## src/rtl/core/mhfp_pkg.sv

```systemverilog
// Shared types and codes of the message header field parser.
// Holds the classified character item, the result payload, error and field codes.
// No dependencies; compile this file first.
package mhfp_pkg;

   // Error codes carried in error_code of a result.
   localparam logic [2:0] ERR_NONE         = 3'd0;
   localparam logic [2:0] ERR_FIELD_COUNT  = 3'd1;
   localparam logic [2:0] ERR_CALLSIGN     = 3'd2;
   localparam logic [2:0] ERR_TAIL         = 3'd3;
   localparam logic [2:0] ERR_IDENT        = 3'd4;
   localparam logic [2:0] ERR_TIME         = 3'd5;
   localparam logic [2:0] ERR_NO_SLASH     = 3'd6;
   localparam logic [2:0] ERR_CALLSIGN_LEN = 3'd7;

   // Header field positions; FIELD_EXCESS marks more than four fields.
   localparam logic [2:0] FIELD_CALLSIGN = 3'd0;
   localparam logic [2:0] FIELD_TAIL     = 3'd1;
   localparam logic [2:0] FIELD_IDENT    = 3'd2;
   localparam logic [2:0] FIELD_TIME     = 3'd3;
   localparam logic [2:0] FIELD_EXCESS   = 3'd4;

   // Queue between the classifier and the parser.
   localparam int QUEUE_DEPTH = 2;
   localparam int QUEUE_PTR_W = (QUEUE_DEPTH > 1) ? $clog2(QUEUE_DEPTH) : 1;
   localparam int QUEUE_CNT_W = $clog2(QUEUE_DEPTH + 1);

   // One character after classification.
   typedef struct packed {
      logic [7:0] code;
      logic       last;
      logic       is_slash;
      logic       is_comma;
      logic       is_alnum;
      logic       is_digit;
      logic       is_hex;
      logic       is_dot;
      logic       is_tail;
      logic [3:0] nibble;
   } char_item_type;

   // One parsed header result.
   typedef struct packed {
      logic        ok;
      logic [2:0]  error_code;
      logic [63:0] callsign;
      logic [3:0]  callsign_len;
      logic [55:0] tail;
      logic [2:0]  tail_len;
      logic        has_ident;
      logic [23:0] ident_value;
      logic        has_time;
      logic [4:0]  hours;
      logic [5:0]  minutes;
      logic [5:0]  seconds;
   } rsp_payload_type;

endpackage

```

## src/rtl/core/mhfp_if.sv

```systemverilog
// Valid/ready channel interfaces of the message header field parser.
// mhfp_req_if carries message characters, mhfp_rsp_if carries header results.
// No dependencies.
interface mhfp_req_if;
   logic       valid;
   logic       ready;
   logic [7:0] char_code;
   logic       last;

   modport source (output valid, output char_code, output last, input ready);
   modport sink (input valid, input char_code, input last, output ready);
endinterface

interface mhfp_rsp_if;
   logic        valid;
   logic        ready;
   logic        ok;
   logic [2:0]  error_code;
   logic [63:0] callsign;
   logic [3:0]  callsign_len;
   logic [55:0] tail;
   logic [2:0]  tail_len;
   logic        has_ident;
   logic [23:0] ident_value;
   logic        has_time;
   logic [4:0]  hours;
   logic [5:0]  minutes;
   logic [5:0]  seconds;

   modport source (output valid, output ok, output error_code, output callsign,
                   output callsign_len, output tail, output tail_len, output has_ident,
                   output ident_value, output has_time, output hours, output minutes,
                   output seconds, input ready);
   modport sink (input valid, input ok, input error_code, input callsign,
                 input callsign_len, input tail, input tail_len, input has_ident,
                 input ident_value, input has_time, input hours, input minutes,
                 input seconds, output ready);
endinterface

```

## src/rtl/core/mhfp_front.sv

```systemverilog
// Front stage: accepts message characters and registers their character classes.
// Depends on mhfp_pkg.
module mhfp_front
   import mhfp_pkg::*;
(
   input  logic          clock,
   input  logic          reset,
   input  logic          in_valid,
   output logic          in_ready,
   input  logic [7:0]    char_code,
   input  logic          last,
   output logic          out_valid,
   input  logic          out_ready,
   output char_item_type out_item
);

   logic          valid_ff;
   logic          valid_in;
   char_item_type item_ff;
   char_item_type item_in;
   char_item_type classified;
   logic          is_upper;
   logic          is_af;

   always_comb begin
      is_upper            = (char_code >= 8'h41) && (char_code <= 8'h5A);
      is_af               = (char_code >= 8'h41) && (char_code <= 8'h46);
      classified.code     = char_code;
      classified.last     = last;
      classified.is_slash = (char_code == 8'h2F);
      classified.is_comma = (char_code == 8'h2C);
      classified.is_digit = (char_code >= 8'h30) && (char_code <= 8'h39);
      classified.is_alnum = is_upper || classified.is_digit;
      classified.is_hex   = classified.is_digit || is_af;
      classified.is_dot   = (char_code == 8'h2E);
      classified.is_tail  = classified.is_alnum || classified.is_dot || (char_code == 8'h2D);
      // Letters A to F map to 10 to 15 from their low nibble 1 to 6.
      classified.nibble   = classified.is_digit ? char_code[3:0] : (char_code[3:0] + 4'd9);
   end

   assign in_ready  = !valid_ff || out_ready;
   assign out_valid = valid_ff;
   assign out_item  = item_ff;

   always_comb begin
      valid_in = valid_ff;
      item_in  = item_ff;
      if (in_valid && in_ready) begin
         valid_in = 1'b1;
         item_in  = classified;
      end else if (out_ready) begin
         valid_in = 1'b0;
      end
   end

   always_ff @(posedge clock) begin
      if (reset) begin
         valid_ff <= 1'b0;
      end else begin
         valid_ff <= valid_in;
      end
      item_ff <= item_in;
   end

endmodule

```

## src/rtl/core/mhfp_queue.sv

```systemverilog
// Short FIFO of classified characters between the front and back stages.
// Depends on mhfp_pkg.
module mhfp_queue
   import mhfp_pkg::*;
(
   input  logic          clock,
   input  logic          reset,
   input  logic          in_valid,
   output logic          in_ready,
   input  char_item_type in_item,
   output logic          out_valid,
   input  logic          out_ready,
   output char_item_type out_item
);

   char_item_type              entry_ff [QUEUE_DEPTH];
   logic [QUEUE_PTR_W-1:0]     wr_ptr_ff;
   logic [QUEUE_PTR_W-1:0]     wr_ptr_in;
   logic [QUEUE_PTR_W-1:0]     rd_ptr_ff;
   logic [QUEUE_PTR_W-1:0]     rd_ptr_in;
   logic [QUEUE_CNT_W-1:0]     count_ff;
   logic [QUEUE_CNT_W-1:0]     count_in;
   logic                       push;
   logic                       pop;

   assign in_ready  = (count_ff != QUEUE_CNT_W'(QUEUE_DEPTH));
   assign out_valid = (count_ff != '0);
   assign out_item  = entry_ff[rd_ptr_ff];
   assign push      = in_valid && in_ready;
   assign pop       = out_valid && out_ready;

   always_comb begin
      wr_ptr_in = wr_ptr_ff;
      rd_ptr_in = rd_ptr_ff;
      count_in  = count_ff;
      if (push) begin
         wr_ptr_in = (wr_ptr_ff == QUEUE_PTR_W'(QUEUE_DEPTH - 1)) ? '0 : wr_ptr_ff + 1'b1;
      end
      if (pop) begin
         rd_ptr_in = (rd_ptr_ff == QUEUE_PTR_W'(QUEUE_DEPTH - 1)) ? '0 : rd_ptr_ff + 1'b1;
      end
      if (push && !pop) begin
         count_in = count_ff + 1'b1;
      end else if (pop && !push) begin
         count_in = count_ff - 1'b1;
      end
   end

   always_ff @(posedge clock) begin
      if (reset) begin
         wr_ptr_ff <= '0;
         rd_ptr_ff <= '0;
         count_ff  <= '0;
      end else begin
         wr_ptr_ff <= wr_ptr_in;
         rd_ptr_ff <= rd_ptr_in;
         count_ff  <= count_in;
      end
      if (push) begin
         entry_ff[wr_ptr_ff] <= in_item;
      end
   end

endmodule

```

## src/rtl/core/mhfp_back.sv

```systemverilog
// Back stage: runs the header field parser on classified characters and holds
// the result in an output register. Depends on mhfp_pkg.
module mhfp_back
   import mhfp_pkg::*;
#(
   parameter int unsigned MAX_CALLSIGN = 8
)
(
   input  logic            clock,
   input  logic            reset,
   input  logic            in_valid,
   output logic            in_ready,
   input  char_item_type   in_item,
   output logic            out_valid,
   input  logic            out_ready,
   output rsp_payload_type out_payload
);

   logic [2:0]      field_index_ff, field_index_in;
   logic [3:0]      char_in_field_ff, char_in_field_in;
   logic [63:0]     callsign_ff, callsign_in;
   logic [55:0]     tail_ff, tail_in;
   logic [2:0]      tail_count_ff, tail_count_in;
   logic            seen_non_dot_ff, seen_non_dot_in;
   logic [23:0]     ident_ff, ident_in;
   logic [23:0]     time_digits_ff, time_digits_in;
   logic [2:0]      first_error_ff, first_error_in;
   logic            header_done_ff, header_done_in;
   logic [3:0]      cs_len_ff, cs_len_in;
   logic            ident_empty_ff, ident_empty_in;
   logic            out_valid_ff, out_valid_in;
   rsp_payload_type rsp_ff, rsp_in;

   logic            take;
   logic            emit;
   rsp_payload_type result;
   logic [3:0]      n;
   logic [7:0]      c;
   logic [3:0]      cs_offset;
   logic [7:0]      hours_full, minutes_full, seconds_full;
   logic            time_bad;
   logic [2:0]      end_code;
   logic [2:0]      first_error_end;
   logic [3:0]      cs_len_end;
   logic            ident_empty_end;
   logic [2:0]      slash_err;
   logic [2:0]      char_code_err;

   function automatic logic [7:0] bcd_pair(input logic [3:0] hi, input logic [3:0] lo);
      return {1'b0, hi, 3'b000} + {3'b000, hi, 1'b0} + {4'b0000, lo};
   endfunction

   function automatic logic [7:0] prefix_char(input logic [1:0] idx);
      logic [7:0] ch;
      unique case (idx)
         2'd0:    ch = 8'h46;   // F
         2'd1:    ch = 8'h4D;   // M
         2'd2:    ch = 8'h48;   // H
         default: ch = 8'h00;
      endcase
      return ch;
   endfunction

   assign take        = in_valid && in_ready;
   assign in_ready    = !out_valid_ff || out_ready;
   assign out_valid   = out_valid_ff;
   assign out_payload = rsp_ff;
   assign n           = char_in_field_ff;
   assign c           = in_item.code;
   assign cs_offset   = n - 4'd3;

   assign hours_full   = bcd_pair(time_digits_ff[23:20], time_digits_ff[19:16]);
   assign minutes_full = bcd_pair(time_digits_ff[15:12], time_digits_ff[11:8]);
   assign seconds_full = bcd_pair(time_digits_ff[7:4], time_digits_ff[3:0]);
   assign time_bad     = (hours_full > 8'd23) || (minutes_full > 8'd59) ||
                         (seconds_full > 8'd59);

   // Checks that apply when the current field is closed by a comma or slash.
   always_comb begin
      end_code = ERR_NONE;
      case (field_index_ff)
         FIELD_CALLSIGN: begin
            if (n < 4'd4) begin
               end_code = ERR_CALLSIGN;
            end else if ({1'b0, n} > 5'(3 + MAX_CALLSIGN)) begin
               end_code = ERR_CALLSIGN_LEN;
            end
         end
         FIELD_TAIL: begin
            if (n != 4'd7) begin
               end_code = ERR_TAIL;
            end
         end
         FIELD_IDENT: begin
            if ((n != 4'd0) && (n != 4'd6)) begin
               end_code = ERR_IDENT;
            end
         end
         FIELD_TIME: begin
            if ((n != 4'd6) || time_bad) begin
               end_code = ERR_TIME;
            end
         end
         default: end_code = ERR_NONE;
      endcase
      first_error_end = (first_error_ff != ERR_NONE) ? first_error_ff : end_code;
      if (n < 4'd3) begin
         cs_len_end = 4'd0;
      end else if (n > 4'd11) begin
         cs_len_end = 4'd8;
      end else begin
         cs_len_end = cs_offset;
      end
      ident_empty_end = (field_index_ff == FIELD_IDENT) ? (n == 4'd0) : ident_empty_ff;
      if ((field_index_ff == FIELD_CALLSIGN) || (field_index_ff == FIELD_EXCESS)) begin
         slash_err = ERR_FIELD_COUNT;
      end else if ((first_error_end == ERR_NONE) && (field_index_ff == FIELD_IDENT) &&
                   ident_empty_end) begin
         slash_err = ERR_IDENT;
      end else begin
         slash_err = first_error_end;
      end
   end

   always_comb begin
      field_index_in   = field_index_ff;
      char_in_field_in = char_in_field_ff;
      callsign_in      = callsign_ff;
      tail_in          = tail_ff;
      tail_count_in    = tail_count_ff;
      seen_non_dot_in  = seen_non_dot_ff;
      ident_in         = ident_ff;
      time_digits_in   = time_digits_ff;
      first_error_in   = first_error_ff;
      header_done_in   = header_done_ff;
      cs_len_in        = cs_len_ff;
      ident_empty_in   = ident_empty_ff;
      emit             = 1'b0;
      result           = '0;
      char_code_err    = ERR_NONE;

      if (take) begin
         if (!header_done_ff) begin
            if (in_item.is_slash) begin
               emit              = 1'b1;
               header_done_in    = 1'b1;
               result.error_code = slash_err;
               if (slash_err == ERR_NONE) begin
                  result.ok           = 1'b1;
                  result.callsign     = callsign_ff;
                  result.callsign_len = cs_len_ff;
                  result.tail         = tail_ff;
                  result.tail_len     = tail_count_ff;
                  if ((field_index_ff >= FIELD_IDENT) && !ident_empty_end) begin
                     result.has_ident   = 1'b1;
                     result.ident_value = ident_ff;
                  end
                  if (field_index_ff == FIELD_TIME) begin
                     result.has_time = 1'b1;
                     result.hours    = hours_full[4:0];
                     result.minutes  = minutes_full[5:0];
                     result.seconds  = seconds_full[5:0];
                  end
               end
            end else if (in_item.last) begin
               emit              = 1'b1;
               result.error_code = ERR_NO_SLASH;
            end else if (in_item.is_comma) begin
               first_error_in   = first_error_end;
               char_in_field_in = 4'd0;
               if (field_index_ff == FIELD_CALLSIGN) begin
                  cs_len_in = cs_len_end;
               end
               if (field_index_ff == FIELD_IDENT) begin
                  ident_empty_in = (n == 4'd0);
               end
               if (field_index_ff != FIELD_EXCESS) begin
                  field_index_in = field_index_ff + 3'd1;
               end
            end else begin
               case (field_index_ff)
                  FIELD_CALLSIGN: begin
                     if (n < 4'd3) begin
                        if (c != prefix_char(n[1:0])) begin
                           char_code_err = ERR_CALLSIGN;
                        end
                     end else if (in_item.is_alnum) begin
                        for (int b = 0; b < 8; b++) begin
                           if (cs_offset == 4'(b)) begin
                              callsign_in[8*b +: 8] = c;
                           end
                        end
                     end else begin
                        char_code_err = ERR_CALLSIGN;
                     end
                  end
                  FIELD_TAIL: begin
                     if (!in_item.is_tail) begin
                        char_code_err = ERR_TAIL;
                     end else if ((n < 4'd7) && !(in_item.is_dot && !seen_non_dot_ff)) begin
                        // Leading dots are dropped; the rest pack from the low byte.
                        for (int b = 0; b < 7; b++) begin
                           if (tail_count_ff == 3'(b)) begin
                              tail_in[8*b +: 8] = c;
                              tail_count_in     = tail_count_ff + 3'd1;
                              seen_non_dot_in   = 1'b1;
                           end
                        end
                     end
                  end
                  FIELD_IDENT: begin
                     if (!in_item.is_hex) begin
                        char_code_err = ERR_IDENT;
                     end else if (n < 4'd6) begin
                        ident_in = {ident_ff[19:0], in_item.nibble};
                     end
                  end
                  FIELD_TIME: begin
                     if (!in_item.is_digit) begin
                        char_code_err = ERR_TIME;
                     end else if (n < 4'd6) begin
                        time_digits_in = {time_digits_ff[19:0], c[3:0]};
                     end
                  end
                  default: char_code_err = ERR_NONE;
               endcase
               if (first_error_ff == ERR_NONE) begin
                  first_error_in = char_code_err;
               end
               if (n != 4'd15) begin
                  char_in_field_in = n + 4'd1;
               end
            end
         end

         // The final character of a message always restarts the parser.
         if (in_item.last) begin
            field_index_in   = FIELD_CALLSIGN;
            char_in_field_in = '0;
            callsign_in      = '0;
            tail_in          = '0;
            tail_count_in    = '0;
            seen_non_dot_in  = 1'b0;
            ident_in         = '0;
            time_digits_in   = '0;
            first_error_in   = ERR_NONE;
            header_done_in   = 1'b0;
            cs_len_in        = '0;
            ident_empty_in   = 1'b0;
         end
      end
   end

   always_comb begin
      out_valid_in = out_valid_ff;
      rsp_in       = rsp_ff;
      if (take && emit) begin
         out_valid_in = 1'b1;
         rsp_in       = result;
      end else if (out_ready) begin
         out_valid_in = 1'b0;
      end
   end

   always_ff @(posedge clock) begin
      if (reset) begin
         field_index_ff   <= FIELD_CALLSIGN;
         char_in_field_ff <= '0;
         callsign_ff      <= '0;
         tail_ff          <= '0;
         tail_count_ff    <= '0;
         seen_non_dot_ff  <= 1'b0;
         ident_ff         <= '0;
         time_digits_ff   <= '0;
         first_error_ff   <= ERR_NONE;
         header_done_ff   <= 1'b0;
         cs_len_ff        <= '0;
         ident_empty_ff   <= 1'b0;
         out_valid_ff     <= 1'b0;
      end else begin
         field_index_ff   <= field_index_in;
         char_in_field_ff <= char_in_field_in;
         callsign_ff      <= callsign_in;
         tail_ff          <= tail_in;
         tail_count_ff    <= tail_count_in;
         seen_non_dot_ff  <= seen_non_dot_in;
         ident_ff         <= ident_in;
         time_digits_ff   <= time_digits_in;
         first_error_ff   <= first_error_in;
         header_done_ff   <= header_done_in;
         cs_len_ff        <= cs_len_in;
         ident_empty_ff   <= ident_empty_in;
         out_valid_ff     <= out_valid_in;
      end
      rsp_ff <= rsp_in;
   end

endmodule

```

## src/rtl/core/message_header_field_parser_core.sv

```systemverilog
// The block takes one message character per transfer on req_chan and returns one
// header result on rsp_chan at the first slash, or an error result when a message
// ends without one. It takes one character every clock cycle while results are taken;
// a result is offered once the slash has passed the classifier register, the queue and
// the result register. Depends on mhfp_pkg, mhfp_if, mhfp_front, mhfp_queue and mhfp_back.
module message_header_field_parser_core
   import mhfp_pkg::*;
#(
   parameter int unsigned MAX_CALLSIGN = 8
)
(
   input  logic      clock,
   input  logic      reset,
   mhfp_req_if.sink  req_chan,
   mhfp_rsp_if.source rsp_chan
);

   logic            front_valid;
   logic            front_ready;
   char_item_type   front_item;
   logic            queue_valid;
   logic            queue_ready;
   char_item_type   queue_item;
   rsp_payload_type payload;

   mhfp_front u_front (
      .clock     (clock),
      .reset     (reset),
      .in_valid  (req_chan.valid),
      .in_ready  (req_chan.ready),
      .char_code (req_chan.char_code),
      .last      (req_chan.last),
      .out_valid (front_valid),
      .out_ready (front_ready),
      .out_item  (front_item)
   );

   mhfp_queue u_queue (
      .clock     (clock),
      .reset     (reset),
      .in_valid  (front_valid),
      .in_ready  (front_ready),
      .in_item   (front_item),
      .out_valid (queue_valid),
      .out_ready (queue_ready),
      .out_item  (queue_item)
   );

   mhfp_back #(
      .MAX_CALLSIGN (MAX_CALLSIGN)
   ) u_back (
      .clock       (clock),
      .reset       (reset),
      .in_valid    (queue_valid),
      .in_ready    (queue_ready),
      .in_item     (queue_item),
      .out_valid   (rsp_chan.valid),
      .out_ready   (rsp_chan.ready),
      .out_payload (payload)
   );

   assign rsp_chan.ok           = payload.ok;
   assign rsp_chan.error_code   = payload.error_code;
   assign rsp_chan.callsign     = payload.callsign;
   assign rsp_chan.callsign_len = payload.callsign_len;
   assign rsp_chan.tail         = payload.tail;
   assign rsp_chan.tail_len     = payload.tail_len;
   assign rsp_chan.has_ident    = payload.has_ident;
   assign rsp_chan.ident_value  = payload.ident_value;
   assign rsp_chan.has_time     = payload.has_time;
   assign rsp_chan.hours        = payload.hours;
   assign rsp_chan.minutes      = payload.minutes;
   assign rsp_chan.seconds      = payload.seconds;

   // A good header never carries an error code.
   ok_has_no_error: assert property (@(posedge clock) disable iff (reset)
      rsp_chan.valid && rsp_chan.ok |-> rsp_chan.error_code == ERR_NONE)
      else $error("ok result carries an error code");

   // A good header has a callsign within the configured length.
   ok_callsign_len: assert property (@(posedge clock) disable iff (reset)
      rsp_chan.valid && rsp_chan.ok |->
         (rsp_chan.callsign_len != 4'd0) && (rsp_chan.callsign_len <= 4'(MAX_CALLSIGN)))
      else $error("ok result with callsign length out of range");

   // A reported time is always a legal time of day.
   time_in_range: assert property (@(posedge clock) disable iff (reset)
      rsp_chan.valid && rsp_chan.has_time |->
         rsp_chan.ok && (rsp_chan.hours <= 5'd23) && (rsp_chan.minutes <= 6'd59) &&
         (rsp_chan.seconds <= 6'd59))
      else $error("reported time out of range");

endmodule
```

## src/flat_wrapper.sv

```systemverilog
// flat-port wrapper written by rule: the top's interface ports become plain ports
module message_header_field_parser_core_flat import mhfp_pkg::*;
#(
   parameter int unsigned MAX_CALLSIGN = 8
)
  (clock, reset, req_chan_valid, req_chan_char_code, req_chan_last, req_chan_ready, rsp_chan_valid, rsp_chan_ok, rsp_chan_error_code, rsp_chan_callsign, rsp_chan_callsign_len, rsp_chan_tail, rsp_chan_tail_len, rsp_chan_has_ident, rsp_chan_ident_value, rsp_chan_has_time, rsp_chan_hours, rsp_chan_minutes, rsp_chan_seconds, rsp_chan_ready);
  mhfp_req_if req_chan_i ();
  mhfp_rsp_if rsp_chan_i ();
  input  logic clock;
  input  logic reset;
  input wire logic [$bits(req_chan_i.valid)-1:0] req_chan_valid;
  input wire logic [$bits(req_chan_i.char_code)-1:0] req_chan_char_code;
  input wire logic [$bits(req_chan_i.last)-1:0] req_chan_last;
  output wire logic [$bits(req_chan_i.ready)-1:0] req_chan_ready;
  output wire logic [$bits(rsp_chan_i.valid)-1:0] rsp_chan_valid;
  output wire logic [$bits(rsp_chan_i.ok)-1:0] rsp_chan_ok;
  output wire logic [$bits(rsp_chan_i.error_code)-1:0] rsp_chan_error_code;
  output wire logic [$bits(rsp_chan_i.callsign)-1:0] rsp_chan_callsign;
  output wire logic [$bits(rsp_chan_i.callsign_len)-1:0] rsp_chan_callsign_len;
  output wire logic [$bits(rsp_chan_i.tail)-1:0] rsp_chan_tail;
  output wire logic [$bits(rsp_chan_i.tail_len)-1:0] rsp_chan_tail_len;
  output wire logic [$bits(rsp_chan_i.has_ident)-1:0] rsp_chan_has_ident;
  output wire logic [$bits(rsp_chan_i.ident_value)-1:0] rsp_chan_ident_value;
  output wire logic [$bits(rsp_chan_i.has_time)-1:0] rsp_chan_has_time;
  output wire logic [$bits(rsp_chan_i.hours)-1:0] rsp_chan_hours;
  output wire logic [$bits(rsp_chan_i.minutes)-1:0] rsp_chan_minutes;
  output wire logic [$bits(rsp_chan_i.seconds)-1:0] rsp_chan_seconds;
  input wire logic [$bits(rsp_chan_i.ready)-1:0] rsp_chan_ready;
  assign req_chan_i.valid = req_chan_valid;
  assign req_chan_i.char_code = req_chan_char_code;
  assign req_chan_i.last = req_chan_last;
  assign req_chan_ready = req_chan_i.ready;
  assign rsp_chan_valid = rsp_chan_i.valid;
  assign rsp_chan_ok = rsp_chan_i.ok;
  assign rsp_chan_error_code = rsp_chan_i.error_code;
  assign rsp_chan_callsign = rsp_chan_i.callsign;
  assign rsp_chan_callsign_len = rsp_chan_i.callsign_len;
  assign rsp_chan_tail = rsp_chan_i.tail;
  assign rsp_chan_tail_len = rsp_chan_i.tail_len;
  assign rsp_chan_has_ident = rsp_chan_i.has_ident;
  assign rsp_chan_ident_value = rsp_chan_i.ident_value;
  assign rsp_chan_has_time = rsp_chan_i.has_time;
  assign rsp_chan_hours = rsp_chan_i.hours;
  assign rsp_chan_minutes = rsp_chan_i.minutes;
  assign rsp_chan_seconds = rsp_chan_i.seconds;
  assign rsp_chan_i.ready = rsp_chan_ready;
  message_header_field_parser_core #(.MAX_CALLSIGN(MAX_CALLSIGN)) u_core (.clock(clock), .reset(reset), .req_chan(req_chan_i), .rsp_chan(rsp_chan_i));
endmodule
```

## config.mk

```make
export PLATFORM = sky130hd
export DESIGN_NAME = message_header_field_parser_core_flat
export DESIGN_NICKNAME = d
export VERILOG_FILES = /design/src/rtl/core/mhfp_pkg.sv /design/src/rtl/core/mhfp_if.sv /design/src/rtl/core/mhfp_front.sv /design/src/rtl/core/mhfp_queue.sv /design/src/rtl/core/mhfp_back.sv /design/src/rtl/core/message_header_field_parser_core.sv /design/src/flat_wrapper.sv
export SDC_FILE = /design/constraint.sdc
export NUM_CORES = 1
export LEC_CHECK = 0
export ABC_CLOCK_PERIOD_IN_PS = 5500
export BUFFER_PORTS_ARGS = -buffer_cell sky130_fd_sc_hd__buf_2
export CAP_MARGIN = 25
export CORE_ASPECT_RATIO = 0.7
export CORE_MARGIN = 4
export CORE_UTILIZATION = 50
export CTS_BUF_LIST = sky130_fd_sc_hd__clkbuf_4 sky130_fd_sc_hd__clkbuf_8 sky130_fd_sc_hd__clkbuf_16
export DETAILED_ROUTE_END_ITERATION = 10
export PLACE_DENSITY_LB_ADDON = 0.3
export SYNTH_ARGS = -nofsm -noshare
export SYNTH_HDL_FRONTEND = slang
export SYNTH_HIERARCHICAL = 1
export SYNTH_SLANG_ARGS = --single-unit
export TNS_END_PERCENT = 10
```

## constraint.sdc

```tcl
create_clock -name clock -period 5.5 [get_ports clock]
set_input_delay 0.825 -clock clock [delete_from_list [all_inputs] [get_ports clock]]
set_output_delay 0.825 -clock clock [all_outputs]
set_load 0.05 [all_outputs]
```

Yosys cells after proc, flatten, opt, wreduce, memory -nomap -nowiden
Memories as Yosys holds them, arrays and structs flattened. A register that Yosys moved wholly into a read port is not among the register bits.
Index checks and enable logic that the tools add are counted.
Widths: inputs -> output; s select.
- register bits: 388
- bits in latches: 0
- memory bits (writable): 40
- memory bits (read-only): 0
- input port bits: 13
- word-level logic and storage cells: 372
- memories kept: 1
- add/sub/neg operators: 15
- $mul: 0
- div/mod/pow operators: 0
- order comparisons: 15
- equality and inequality tests: 33
- shifts and indexed selects: 0
- muxes and demuxes: 147
- bitwise gates (word level): 5
- reduce and logical (&&, ||, !) cells: 104
- memory list (name ; depth ; width ; read ports ; clocked after memory_dff ; write ports ; RTL line ; source):
    u_core.u_queue.entry_ff ; 2 ; 20 ; 1 ; 1 ; 1 ; mhfp_queue.sv:16 ; char_item_type entry_ff [QUEUE_DEPTH];
- operators by type and width (cell ; number):
    $mux 64 ; 7
    $mux 56 ; 7
    $mux 24 ; 14
    $mux 8 ; 22
    $reduce_and 8->1 ; 16
    $mux 3 ; 36
    $reduce_bool 2->1 ; 31
    $mux 4 ; 13
    $mux 1 ; 37
    $eq 8x6->1 const B ; 4
    $mux 25 ; 1
    $add 7x5->8 ; 3
    $add 8x4->8 ; 3
    $pmux 3 s4 ; 2
    $pmux 7 s3 ; 1
    $mux 18 ; 1
    $eq 4x3->1 const B ; 4
    $gt 8x6->1 const B ; 2
    $le 8x7->1 const B ; 2
    $logic_and 1x1->1 ; 15
    $logic_not 3->1 ; 5
    $reduce_and 7->1 ; 2
    $eq 3x2->1 const B ; 4
    $eq 3x3->1 const B ; 4
    other kinds (41) ; 83

Depth between registers and ports, before layout
Gate-level depths: netlist of the first run.
- word-level depth: 18
- depth in mapped cells: 13
- depth with buffers taken out: 11

By module
The synthesis of the first run kept the hierarchy.
- by module, submodules not included (module ; instances ; cells each ; area each (um^2) ; seq. area each (um^2)):
    mhfp_back ; 1 ; 1371 ; 15069.5 ; 9008.6
    mhfp_queue ; 1 ; 86 ; 1659.1 ; 1301.2
    mhfp_front ; 1 ; 64 ; 937.1 ; 620.6

Worst setup path after synthesis of the first run
Ideal clock, no wire load.
- path kind: input port to flip-flop
- start point: input rsp_chan_ready
- end point: register u_core.u_back.rsp_ff (netlist bit u_core/u_back/out_payload[172]) (data pin)
- data arrival time: 5.243 ns
- required time: 5.348 ns
- path slack: 0.105 ns
- stages on the path: 5
- path buffers: 0
- cell sequence: nand2b_1 -> nand2_1 -> or3_1 -> inv_1 -> a41o_1
- word-level cells in the longest chain between the ends: 4
- ends and longest elaborated chain (what ; RTL line ; source):
    start, declared ; flat_wrapper.sv:28 ; input wire logic [$bits(rsp_chan_i.ready)-1:0] rsp_chan_ready;
    $logic_or 1x1->1 ; mhfp_back.sv:65 ; assign in_ready = !out_valid_ff || out_ready;
    $logic_and 1x1->1 ; mhfp_back.sv:64 ; assign take = in_valid && in_ready;
    $not 1->1 (no source line) ; -- ;
    $reduce_or 2->1 (no source line) ; -- ;
    end signal, assigned ; mhfp_back.sv:295 ; rsp_ff <= rsp_in;
    end, declared ; mhfp_back.sv:32 ; rsp_payload_type rsp_ff, rsp_in;
No other way between the ends.
A chain may end at the register's enable or synchronous reset.

==> impl_results.md, run 1 <==
* Hold buffers post-CTS at 0
* FMAX at between 200 and 300 MHz
* Yosys warns at 6
* CP startpoint kind: register
* Vias in the first global route at 11,030
* Post-route clock skew at 23.62 ps
* Max cap viols at 0
* Layout area overhead at 16.46%
* Via Count at between 10,000 and 15,000
* Logic pwr share at around a third
* Critical path type: reg2reg
* Post-synth top area share at 39.78%
* H-tree levels at 2
* Syn avg cell area at 11.61 um2
* Largest cells by area after synthesis: edfxtp_1, dfxtp_1, and2_1
* Switching Fraction at roughly two fifths
* I/O Buffers at 188
* Hold Crit Class: reg2reg
* Post-Synthesis Net Count at 1,585
* Core ar. at 34,800 um2
* Register area share after synthesis at 61.87%
* Worst-path cell chain: buf_4, mux2_2, nor2_1, or3_1, inv_6, buf_4
* Post-DP HPWL at 25,700 um
* Gr ovfl total at 0
* Post-synth ARST share at 0%
* Critical path's largest stage delay at 720 ps
* Vias per cell at 5.354
* Clock power frac at 27.6%
* Post-synth cell types at 63
* Worst-skew pair later-pin latency at 550 ps
* Routed WL per cell at 18.06 um
* RSZ-0062 raised after global routing: no
* Cell Area, Synth at 17,670 um2
* Synth area leader: edfxtp_1
* CTS root buffer: clkbuf_16
* Period Utilization, post-route at between 60% and 70%
* Final Net Count at 1,749
* Slew @ Worst Pin at 1017 ps
* Max-slew violations at 0
* CP most frequent cell: buf_4
* Sequential Power Share at 40.0%
* Num Clock Sinks at 429
* Pwr Total at 10.75 mW
* Initial DRC Count at 1,141
* Commonest register cell after synthesis: edfxtp_1
* Crit path required time at about 5700 ps
* Max-Slew Margin vs Limit at between 30% and 40%
* Final WS setup at around 2100 ps
* Final Hold Fails at 0
* Post-synth EDFFs at 234
* Share of cells above drive strength 1 at 19.15%
* CTS tree: built
* Final Util at 59.11%
* CP Capture Type: register
* Routed WL at 39,560 um
* Initial core utilization at 50.76%
* Cts repair resizes at 0
* RD Place Congestion at 0.8831
* Leakage at 7.828 nW
* CTS Buf Count at 41
* Total track usage at 20.20%
* Synth Register Bits at 429
* Final Cell Area at 20,570 um2
* Worst path arrival time at 3620 ps
* Ports at ~190
* Tmin final at 3419 ps
* Die W at 232.7 um
* Largest net degree at the start of global routing at 138
* Bufs on Longest Clock Path at 3
* Pre-CTS setup slack at 2074 ps
* Status: finished, final reports clean
* Dpl cells at between 2,000 and 2,500
* NetSw at 4.137 mW
* Power per Cell Area at between 500 and 600 nW/um2
* Final setup viols at 0
* Peak supply drop at between 0.3 and 0.4 mV
* CP max-delay cell: mux2_2
* Initial antenna violation count at 0
* Fin cells at 2,190
* Setup TNS at 0 ps
* Residual DRC at 0
* Drt pass-1 iters at 6
* Setup bufs post-CTS at 0
* Internal at 6.614 mW
* ANT cells at 0
* Die area at between 30,000 and 40,000 um2
* Worst Hold Margin at approximately 440 ps
* Post-Syn Instances at 1,521
* Worst-path clk slew at 70 ps
* Crit-path max FO at 89
* Placed Area at 19,070 um2
* Row count at 57
* Post-DRT Antenna Nets at 0
* First-pass GRT wire length at 61,960 um
* Die Ht at 165.3 um
[state kept, by name (all words and copies together) (netlist names), 20 cells and up, named ones only]
name,flops
u_core/u_back/out_payload,174
u_core/u_back/callsign_ff,64
u_core/u_back/tail_ff,56
u_core/u_queue/entry_ff,40
u_core/u_back/ident_ff,24
u_core/u_back/time_digits_ff,24
u_core/u_front/out_item,20
[layout make-up]
type	instances	area, um2
fill	2892	14230
sequential	429	10930
multi-input combinational	961	6210
timing repair buffer	208	1237
clock buffer	56	1204
tap	472	590.6
clock inverter	20	231.5
inverter	44	170.2
[routing by layer]
layer | share of wire [%] | vias up | track usage (%)
li1 | - | 5657 | -
met1 | 48 | 5675 | 31.14
met2 | 44 | 346 | 30.32
met3 | 5.8 | 47 | 3.172
met4 | 1.3 | 0 | 4.316
met5 | 0 | - | 0
[power groups by stage]
stage	sequential, mW	combinational [mW]	clock (mW)
CTS	4.31	3.48	3.02
global placement	4.36	3.38	0
floorplan	5.80	1.17	0
detailed placement	4.37	3.48	0
global route	4.35	3.68	3.17
finish	4.30	3.48	2.97
[path summary, 6_finish.rpt]
check	from	to	slack (ps)	cells after the start
worst max-delay path	register	u_core/u_back/out_payload[165]$_SDFFCE_PP0P_	2080	6
worst min-delay path	u_core/u_front/out_item[3]$_DFFE_PP_	u_core/u_queue/entry_ff[0][3]$_DFFE_PP_	440	0
worst max register to register	register	u_core/u_back/out_payload[165]$_SDFFCE_PP0P_	2080	6
worst min register to register	u_core/u_front/out_item[3]$_DFFE_PP_	u_core/u_queue/entry_ff[0][3]$_DFFE_PP_	440	0
[cells by family (layout without fill, tap and decap cells)]
kind of cell,Yosys count,after routing,share of synthesized area (%)
compound gates,258,258,8.081
simple gates,547,547,17.05
fa+ha+maj,51,51,3.867
flops,429,429,61.87
buf+inv,131,328,3.152
xor+xnor,17,17,0.8428
mux,88,88,5.135
[Yosys cell counts (41+ instances only)]
library cell    n
inv_1          44
a21oi_1       143
edfxtp_1      234
nand2_1       126
nand3b_1       41
nor2_1        107
clkbuf_1       56
dfxtp_1       195
o21ai_0        76
mux2i_1        67
and2_1        134
ha_1           45
[worst max-delay path, delay by kind of cell (launching register included)]
kind          cells  cell delay [ps]
mux               1              720
simple gates      2              550
buf+inv           3             1450
flops             1              310
[cells in the final DEF (no fill, tap or decap), types with 6 or more instances in the layout]
master / synthesis / final
nor3_1: 11 / 11
nand2_1: 126 / 126
dfxtp_1: 195 / 195
and3_1: 39 / 39
fa_1: 6 / 6
clkbuf_4: 0 / 10
xor2_1: 10 / 10
o21ai_0: 76 / 75
inv_1: 44 / 43
buf_2: 13 / 187
a21oi_1: 143 / 143
nor2b_2: 0 / 8
xnor2_1: 7 / 7
mux2_2: 21 / 21
nand3_1: 7 / 7
nor2_1: 107 / 107
mux2i_1: 67 / 67
or3_1: 16 / 16
buf_4: 4 / 11
and2_1: 134 / 134
nor2_8: 7 / 7
nor2b_1: 19 / 11
nand3b_1: 41 / 41
edfxtp_1: 234 / 234
nand2b_1: 9 / 9
ha_1: 45 / 45
clkbuf_16: 0 / 44
clkinv_2: 0 / 6
Power figures use the tool's default switching activity.
==> inputs of run 2 (changes only) <==
--- a/config.mk
+++ b/config.mk
@@ -5,7 +5,7 @@
 export SDC_FILE = /design/constraint.sdc
 export NUM_CORES = 1
 export LEC_CHECK = 0
-export ABC_CLOCK_PERIOD_IN_PS = 5500
+export ABC_CLOCK_PERIOD_IN_PS = 3030
 export BUFFER_PORTS_ARGS = -buffer_cell sky130_fd_sc_hd__buf_2
 export CAP_MARGIN = 25
 export CORE_ASPECT_RATIO = 0.7
==> constraint.sdc (replaced) <==
create_clock -name clock -period 3.03 [get_ports clock]
set_input_delay 0.4545 -clock clock [delete_from_list [all_inputs] [get_ports clock]]
set_output_delay 0.4545 -clock clock [all_outputs]
set_load 0.05 [all_outputs]
==> impl_results.md, run 2 (same netlist as run 1, synthesis figures left out) <==
* Status: complete, but fails checks (was finished, final reports clean)
* Violations in the final reports: setup timing
* Leakage at 8.150 nW (was 7.828 nW)
* Residual DRC at 0 (unchanged)
* Final setup viols at 30 (was 0)
* Max-Slew Margin vs Limit at 37.46% (was 31.91%)
* CP startpoint kind: register (unchanged)
* Placed Area at 19,360 um2 (was 19,070 um2)
* Launch point of the critical path: u_core/u_back/time_digits_ff[6]$_SDFFE_PP0P_
* Register-to-Register Setup Slack at -40 ps (was 2080 ps)
* Worst path arrival time at 3460 ps (was 3620 ps)
* Setup TNS at -678.1 ps (was 0 ps)
* Worst-path clk slew at 60 ps (was 70 ps)
* H-tree levels at 2 (unchanged)
* Routed WL at 41,080 um (was 39,560 um)
* Initial antenna violation count at 0 (unchanged)
* RSZ-0062 raised after global routing: yes (was no)
* Routed WL per cell at 18.34 um (was 18.06 um)
* Worst reg2reg path startpoint: u_core/u_back/time_digits_ff[6]$_SDFFE_PP0P_
* CTS root buffer: clkbuf_16 (unchanged)
* Largest net degree at the start of global routing at 85 (was 138)
* Final Hold Fails at 0 (unchanged)
* Num Clock Sinks at 429 (unchanged)
* Number of flip-flops in the largest register at 174 (unchanged)
* Period Utilization, post-route at 101.3% (was 62.16%)
* Gr ovfl total at 0 (unchanged)
* CTS tree: built (unchanged)
* Slew @ Worst Pin at 938.2 ps (was 1017 ps)
* Share of cells above drive strength 1 at 24.60% (was 19.15%)
* Peak supply drop at 0.6591 mV (was 0.3214 mV)
* Hold Crit Class: in2reg (was reg2reg)
* Final Cell Area at 21,280 um2 (was 20,570 um2)
* Initial core utilization at 50.76% (unchanged)
* Post-DP HPWL at 26,100 um (was 25,700 um)
* Die W at 232.7 um (unchanged)
* Max cap viols at 0 (unchanged)
* Critical path type: reg2reg (unchanged)
* FMAX at 325.9 MHz (was 292.5 MHz)
* Via Count at 12,050 (was 11,730)
* R2R cell count at 12 (was 6)
* Pre-CTS setup slack at -59.21 ps (was 2074 ps)
* CP Capture Type: register (unchanged)
* Most common cell after layout, fill and taps aside: edfxtp_1 (unchanged)
* Post-route clock skew at 15.83 ps (was 23.62 ps)
* Initial DRC Count at 1,032 (was 1,141)
* Dpl cells at 2,141 (was 2,111)
* Final WS setup at -38.30 ps (was 2081 ps)
* Ports at 189 (unchanged)
* Vias in the first global route at 11,570 (was 11,030)
* Hold Path Depth at 1 (was 0)
* Power per Cell Area at 919.2 nW/um2 (was 522.6 nW/um2)
* ANT cells at 0 (unchanged)
* CTS Buf Count at 42 (was 41)
* Drt pass-1 iters at 6 (unchanged)
* Pwr Total at 19.56 mW (was 10.75 mW)
* Die area at 38,450 um2 (unchanged)
* Die Ht at 165.3 um (unchanged)
* Max-slew violations at 0 (unchanged)
* First-pass GRT wire length at 63,340 um (was 61,960 um)
* I/O Buffers at 188 (unchanged)
* FF-to-FF End: u_core/u_back/out_payload[11]$_SDFFCE_PP0P_ (was u_core/u_back/out_payload[165]$_SDFFCE_PP0P_)
* Hold Crit Start: req_chan_last (was u_core/u_front/out_item[3]$_DFFE_PP_)
* Final Net Count at 1,798 (was 1,749)
* Row count at 57 (unchanged)
* Layout area overhead at 20.48% (was 16.46%)
* Crit-path max FO at 10 (was 89)
* Vias per cell at 5.377 (was 5.354)
* Core ar. at 34,800 um2 (unchanged)
* Tmin final at 3068 ps (was 3419 ps)
* Total track usage at 20.54% (was 20.20%)
* Worst Hold Path EP: u_core/u_front/out_item[11]$_DFFE_PP_ (was u_core/u_queue/entry_ff[0][3]$_DFFE_PP_)
* Bufs on Longest Clock Path at 3 (unchanged)
* Most frequent cells in the layout: edfxtp_1, buf_2, dfxtp_1 (was edfxtp_1, dfxtp_1, buf_2)
* Fin cells at 2,240 (was 2,190)
* Post-DRT Antenna Nets at 0 (unchanged)
* Crit path required time at 3430 ps (was 5700 ps)
* RD Place Congestion at 0.9269 (was 0.8831)
* Hold buffers post-CTS at 0 (unchanged)
* Worst-skew pair later-pin latency at 540 ps (was 550 ps)
[run 2: worst max-delay path by stage]
stage,end,depth (start not counted)
final,u_core/u_back/out_payload[11]$_SDFFCE_PP0P_,12
after global routing,u_core/u_back/out_payload[11]$_SDFFCE_PP0P_,12
after CTS,u_core/u_back/out_payload[101]$_SDFFCE_PP0P_,13
after detailed placement,u_core/u_back/out_payload[33]$_SDFFCE_PP0P_,12
after global placement,u_core/u_back/out_payload[130]$_SDFFCE_PP0P_,12
after floorplan,u_core/u_back/out_payload[172]$_SDFFCE_PP0P_,7
[run 2: cell type report]
class	count	area [um2]
fill	2742	13520
sequential	429	10940
multi-input combinational	961	6372
timing repair buffer	256	1777
clock buffer	69	1325
tap	472	590.6
inverter	44	168.9
clock inverter	9	107.6
[run 2: critical path, cell delays in order, from the launching register on]
cell       delay (ps)
dfxtp_2           350
inv_2              50
fa_2              580
inv_2              50
ha_4              200
a21o_1            200
a21oi_2           160
xnor2_1           100
a32o_2            300
o31ai_4           290
buf_4             200
bufbuf_16         270
and3_1            170
[run 2: where the power goes]
part	leakage [nW]	switching [mW]	internal, mW	total (mW)
Sequential	3.82	0.412	7.42	7.83
Clock	0.726	2.12	3.18	5.30
Combinational	3.60	4.99	1.44	6.43
[run 2: layer usage]
| layer | GRT usage, % | part of all wire [%] | vias up | wire, um |
|---|---|---|---|---|
| met2 | 31.63 | 45 | 416 | 18490 |
| met3 | 3.755 | 6.7 | 46 | 2743 |
| met1 | 30.64 | 47 | 5826 | 19210 |
| li1 | - | - | 5757 | - |
| met5 | 0 | 0 | - | 0 |
| met4 | 4.343 | 1.6 | 0 | 638 |
[run 2: metrics by stage]
step	hold WS, ps	util (%)
after floorplan	421.5	-
after global placement	427.3	55.63
after detailed placement	436.7	55.63
after CTS	95.45	60.27
after global routing	100.1	61.15
final	114.8	61.15
[run 2: what timing repair did]
item | in CTS | in global routing
endpoints found under the setup margin | 147 | 228
cloned | 3 | 3
buffers inserted | 4 | 12
pin swaps | 5 | 36
resized for setup | 13 | 55
==> inputs of run 3 (changes only) <==
--- a/config.mk
+++ b/config.mk
@@ -14,6 +14,7 @@
 export CTS_BUF_LIST = sky130_fd_sc_hd__clkbuf_4 sky130_fd_sc_hd__clkbuf_8 sky130_fd_sc_hd__clkbuf_16
 export DETAILED_ROUTE_END_ITERATION = 10
 export PLACE_DENSITY_LB_ADDON = 0.3
+export SETUP_SLACK_MARGIN = 0.05
 export SYNTH_ARGS = -nofsm -noshare
 export SYNTH_HDL_FRONTEND = slang
 export SYNTH_HIERARCHICAL = 1
==> impl_results.md, run 3 (same netlist as run 1, synthesis figures left out) <==
* Die Ht at 165.3 um (unchanged)
* Status: complete, but fails checks (unchanged)
* CTS root buffer: clkbuf_16 (unchanged)
* Initial DRC Count at 1,027 (was 1,032)
* Most common cell after layout, fill and taps aside: edfxtp_1 (unchanged)
* Layout area overhead at 20.94% (was 20.48%)
* CTS Buf Count at 42 (unchanged)
* Final Net Count at 1,790 (was 1,798)
* Routed WL per cell at 18.26 um (was 18.34 um)
* First-pass GRT wire length at 63,460 um (was 63,340 um)
* Share of cells above drive strength 1 at 27.61% (was 24.60%)
* CP Capture Type: register (unchanged)
* Slew @ Worst Pin at 944.5 ps (was 938.2 ps)
* ANT cells at 0 (unchanged)
* CP startpoint kind: register (unchanged)
* Total track usage at 20.58% (was 20.54%)
* RD Place Congestion at 0.9269 (unchanged)
* Row count at 57 (unchanged)
* Post-DP HPWL at 26,100 um (unchanged)
* Post-DRT Antenna Nets at 0 (unchanged)
* Bufs on Longest Clock Path at 3 (unchanged)
* Worst-skew pair later-pin latency at 530 ps (was 540 ps)
* Launch point of the critical path: u_core/u_back/time_digits_ff[4]$_SDFFE_PP0P_ (was u_core/u_back/time_digits_ff[6]$_SDFFE_PP0P_)
* Worst reg2reg path startpoint: u_core/u_back/time_digits_ff[4]$_SDFFE_PP0P_ (was u_core/u_back/time_digits_ff[6]$_SDFFE_PP0P_)
* Setup TNS at -6.273 ps (was -678.1 ps)
* Most frequent cells in the layout: edfxtp_1, buf_2, dfxtp_1 (unchanged)
* H-tree levels at 2 (unchanged)
* Num Clock Sinks at 429 (unchanged)
* Core ar. at 34,800 um2 (unchanged)
* Crit-path max FO at 19 (was 10)
* Critical path type: reg2reg (unchanged)
* Number of flip-flops in the largest register at 174 (unchanged)
* FMAX at 329.6 MHz (was 325.9 MHz)
* Initial antenna violation count at 0 (unchanged)
* CP max-delay cell: fa_2 (unchanged)
* Hold buffers post-CTS at 0 (unchanged)
* Critical path's largest stage delay at 600 ps (was 580 ps)
* RSZ-0062 raised after global routing: yes (unchanged)
* Ports at 189 (unchanged)
* Crit path required time at 3430 ps (about the same)
* Gr ovfl total at 0 (unchanged)
* Vias per cell at 5.382 (was 5.377)
* Vias in the first global route at 11,600 (was 11,570)
* Final Cell Area at 21,360 um2 (was 21,280 um2)
* Post-route clock skew at 11.72 ps (was 15.83 ps)
* Tmin final at 3034 ps (was 3068 ps)
* Largest net degree at the start of global routing at 85 (unchanged)
* Placed Area at 19,360 um2 (unchanged)
* Die area at 38,450 um2 (unchanged)
* Peak supply drop at 0.6586 mV (was 0.6591 mV)
* Period Utilization, post-route at 100.1% (was 101.3%)
* Worst-path clk slew at 60 ps (about the same)
* Residual DRC at 0 (unchanged)
* Worst path arrival time at 3430 ps (was 3460 ps)
* Drt pass-1 iters at 6 (unchanged)
* Final Hold Fails at 0 (unchanged)
* Max-Slew Margin vs Limit at 36.87% (was 37.46%)
* Max cap viols at 0 (unchanged)
* Max-slew violations at 0 (unchanged)
* Hold Crit Start: req_chan_last (unchanged)
* CTS tree: built (unchanged)
* Final WS setup at -3.916 ps (was -38.30 ps)
* Fillers at 2,715 (was 2,742)
* Via Count at 12,010 (was 12,050)
* Violations in the final reports: setup timing (unchanged)
* Hold Crit Class: in2reg (unchanged)
* Initial core utilization at 50.76% (unchanged)
* I/O Buffers at 188 (unchanged)
* Worst-path cell chain: inv_1, fa_2, buf_4, fa_2, nor2b_1, a32o_2, o31ai_4, buf_12, buf_12, buf_16, and2_1 (was inv_2, fa_2, inv_2, ha_4, a21o_1, a21oi_2, xnor2_1, a32o_2, o31ai_4, buf_4, bufbuf_16, and3_1)
* Final Util at 61.39% (was 61.15%)
* Routed WL at 40,750 um (was 41,080 um)
* Leakage at 8.140 nW (was 8.150 nW)
* Final setup viols at 2 (was 30)
* Power per Cell Area at 915.4 nW/um2 (was 919.2 nW/um2)
* Die W at 232.7 um (unchanged)
[run 3: cell count changes in the layout (fill, tap and decap cells not counted), sizes merged]
cell	before	now
buf	253	244
bufbuf	1	2
[run 3: what timing repair did]
action                     4_1_cts  5_1_grt
buffers inserted                 5        5
setup endpoints to repair      159      239
pin swaps                       22       24
gates cloned                     3        2
gates resized for setup         25       96
[run 3: per-layer routing]
metal	global-route usage (%)	wire length (um)	vias to the layer above
met4	4.180	615	0
met2	31.79	18380	390
met1	30.71	19340	5833
met3	3.738	2412	48
met5	0	0	-
li1	-	-	5742
[run 3: area by class of cell]
class | count | area, um2 | area share [%]
Sequential cell | 429 | 10940 | 51.22
Multi-Input combinational cell | 961 | 6558 | 30.69
Timing Repair Buffer | 248 | 1673 | 7.830
Clock buffer | 69 | 1325 | 6.202
Tap cell | 472 | 590.6 | 2.764
Inverter | 44 | 168.9 | 0.7906
Clock inverter | 9 | 107.6 | 0.5037
[run 3: worst paths after layout]
check / to / slack, ps / depth (start not counted)
max: u_core/u_back/out_payload[109]$_SDFFCE_PP0P_ / -4 / 11
min reg2reg: u_core/u_queue/entry_ff[0][10]$_DFFE_PP_ / 450 / 0
max reg2reg: u_core/u_back/out_payload[109]$_SDFFCE_PP0P_ / -4 / 11
min: u_core/u_front/out_item[11]$_DFFE_PP_ / 120 / 1
[run 3: metrics by stage]
| stage | hold WS [ps] | instances | worst slack [ps] | power (mW) |
|---|---|---|---|---|
| floorplan | 421.5 | 1521 | -1199 | 12.63 |
| global placement | 427.3 | 2141 | 11.01 | 14.27 |
| detailed placement | 436.7 | 2141 | -59.21 | 14.35 |
| CTS | 95.45 | 2227 | -27.58 | 19.66 |
| global route | 98.42 | 2232 | -105.8 | 20.36 |
| finish | 115.4 | 2232 | -3.916 | 19.56 |
[run 3: power by group]
| part | internal, mW | switching, mW |
|---|---|---|
| clock network | 3.18 | 2.10 |
| registers | 7.42 | 0.413 |
| logic | 1.44 | 4.99 |
| total | 12.1 | 7.51 |
[run 3: worst max-delay path, delay by kind of cell (launching register included)]
kind | cells | cell delay, ps
fa+ha+maj | 2 | 1060
simple gates | 2 | 200
buf+inv | 5 | 750
compound gates | 2 | 580
flops | 1 | 310
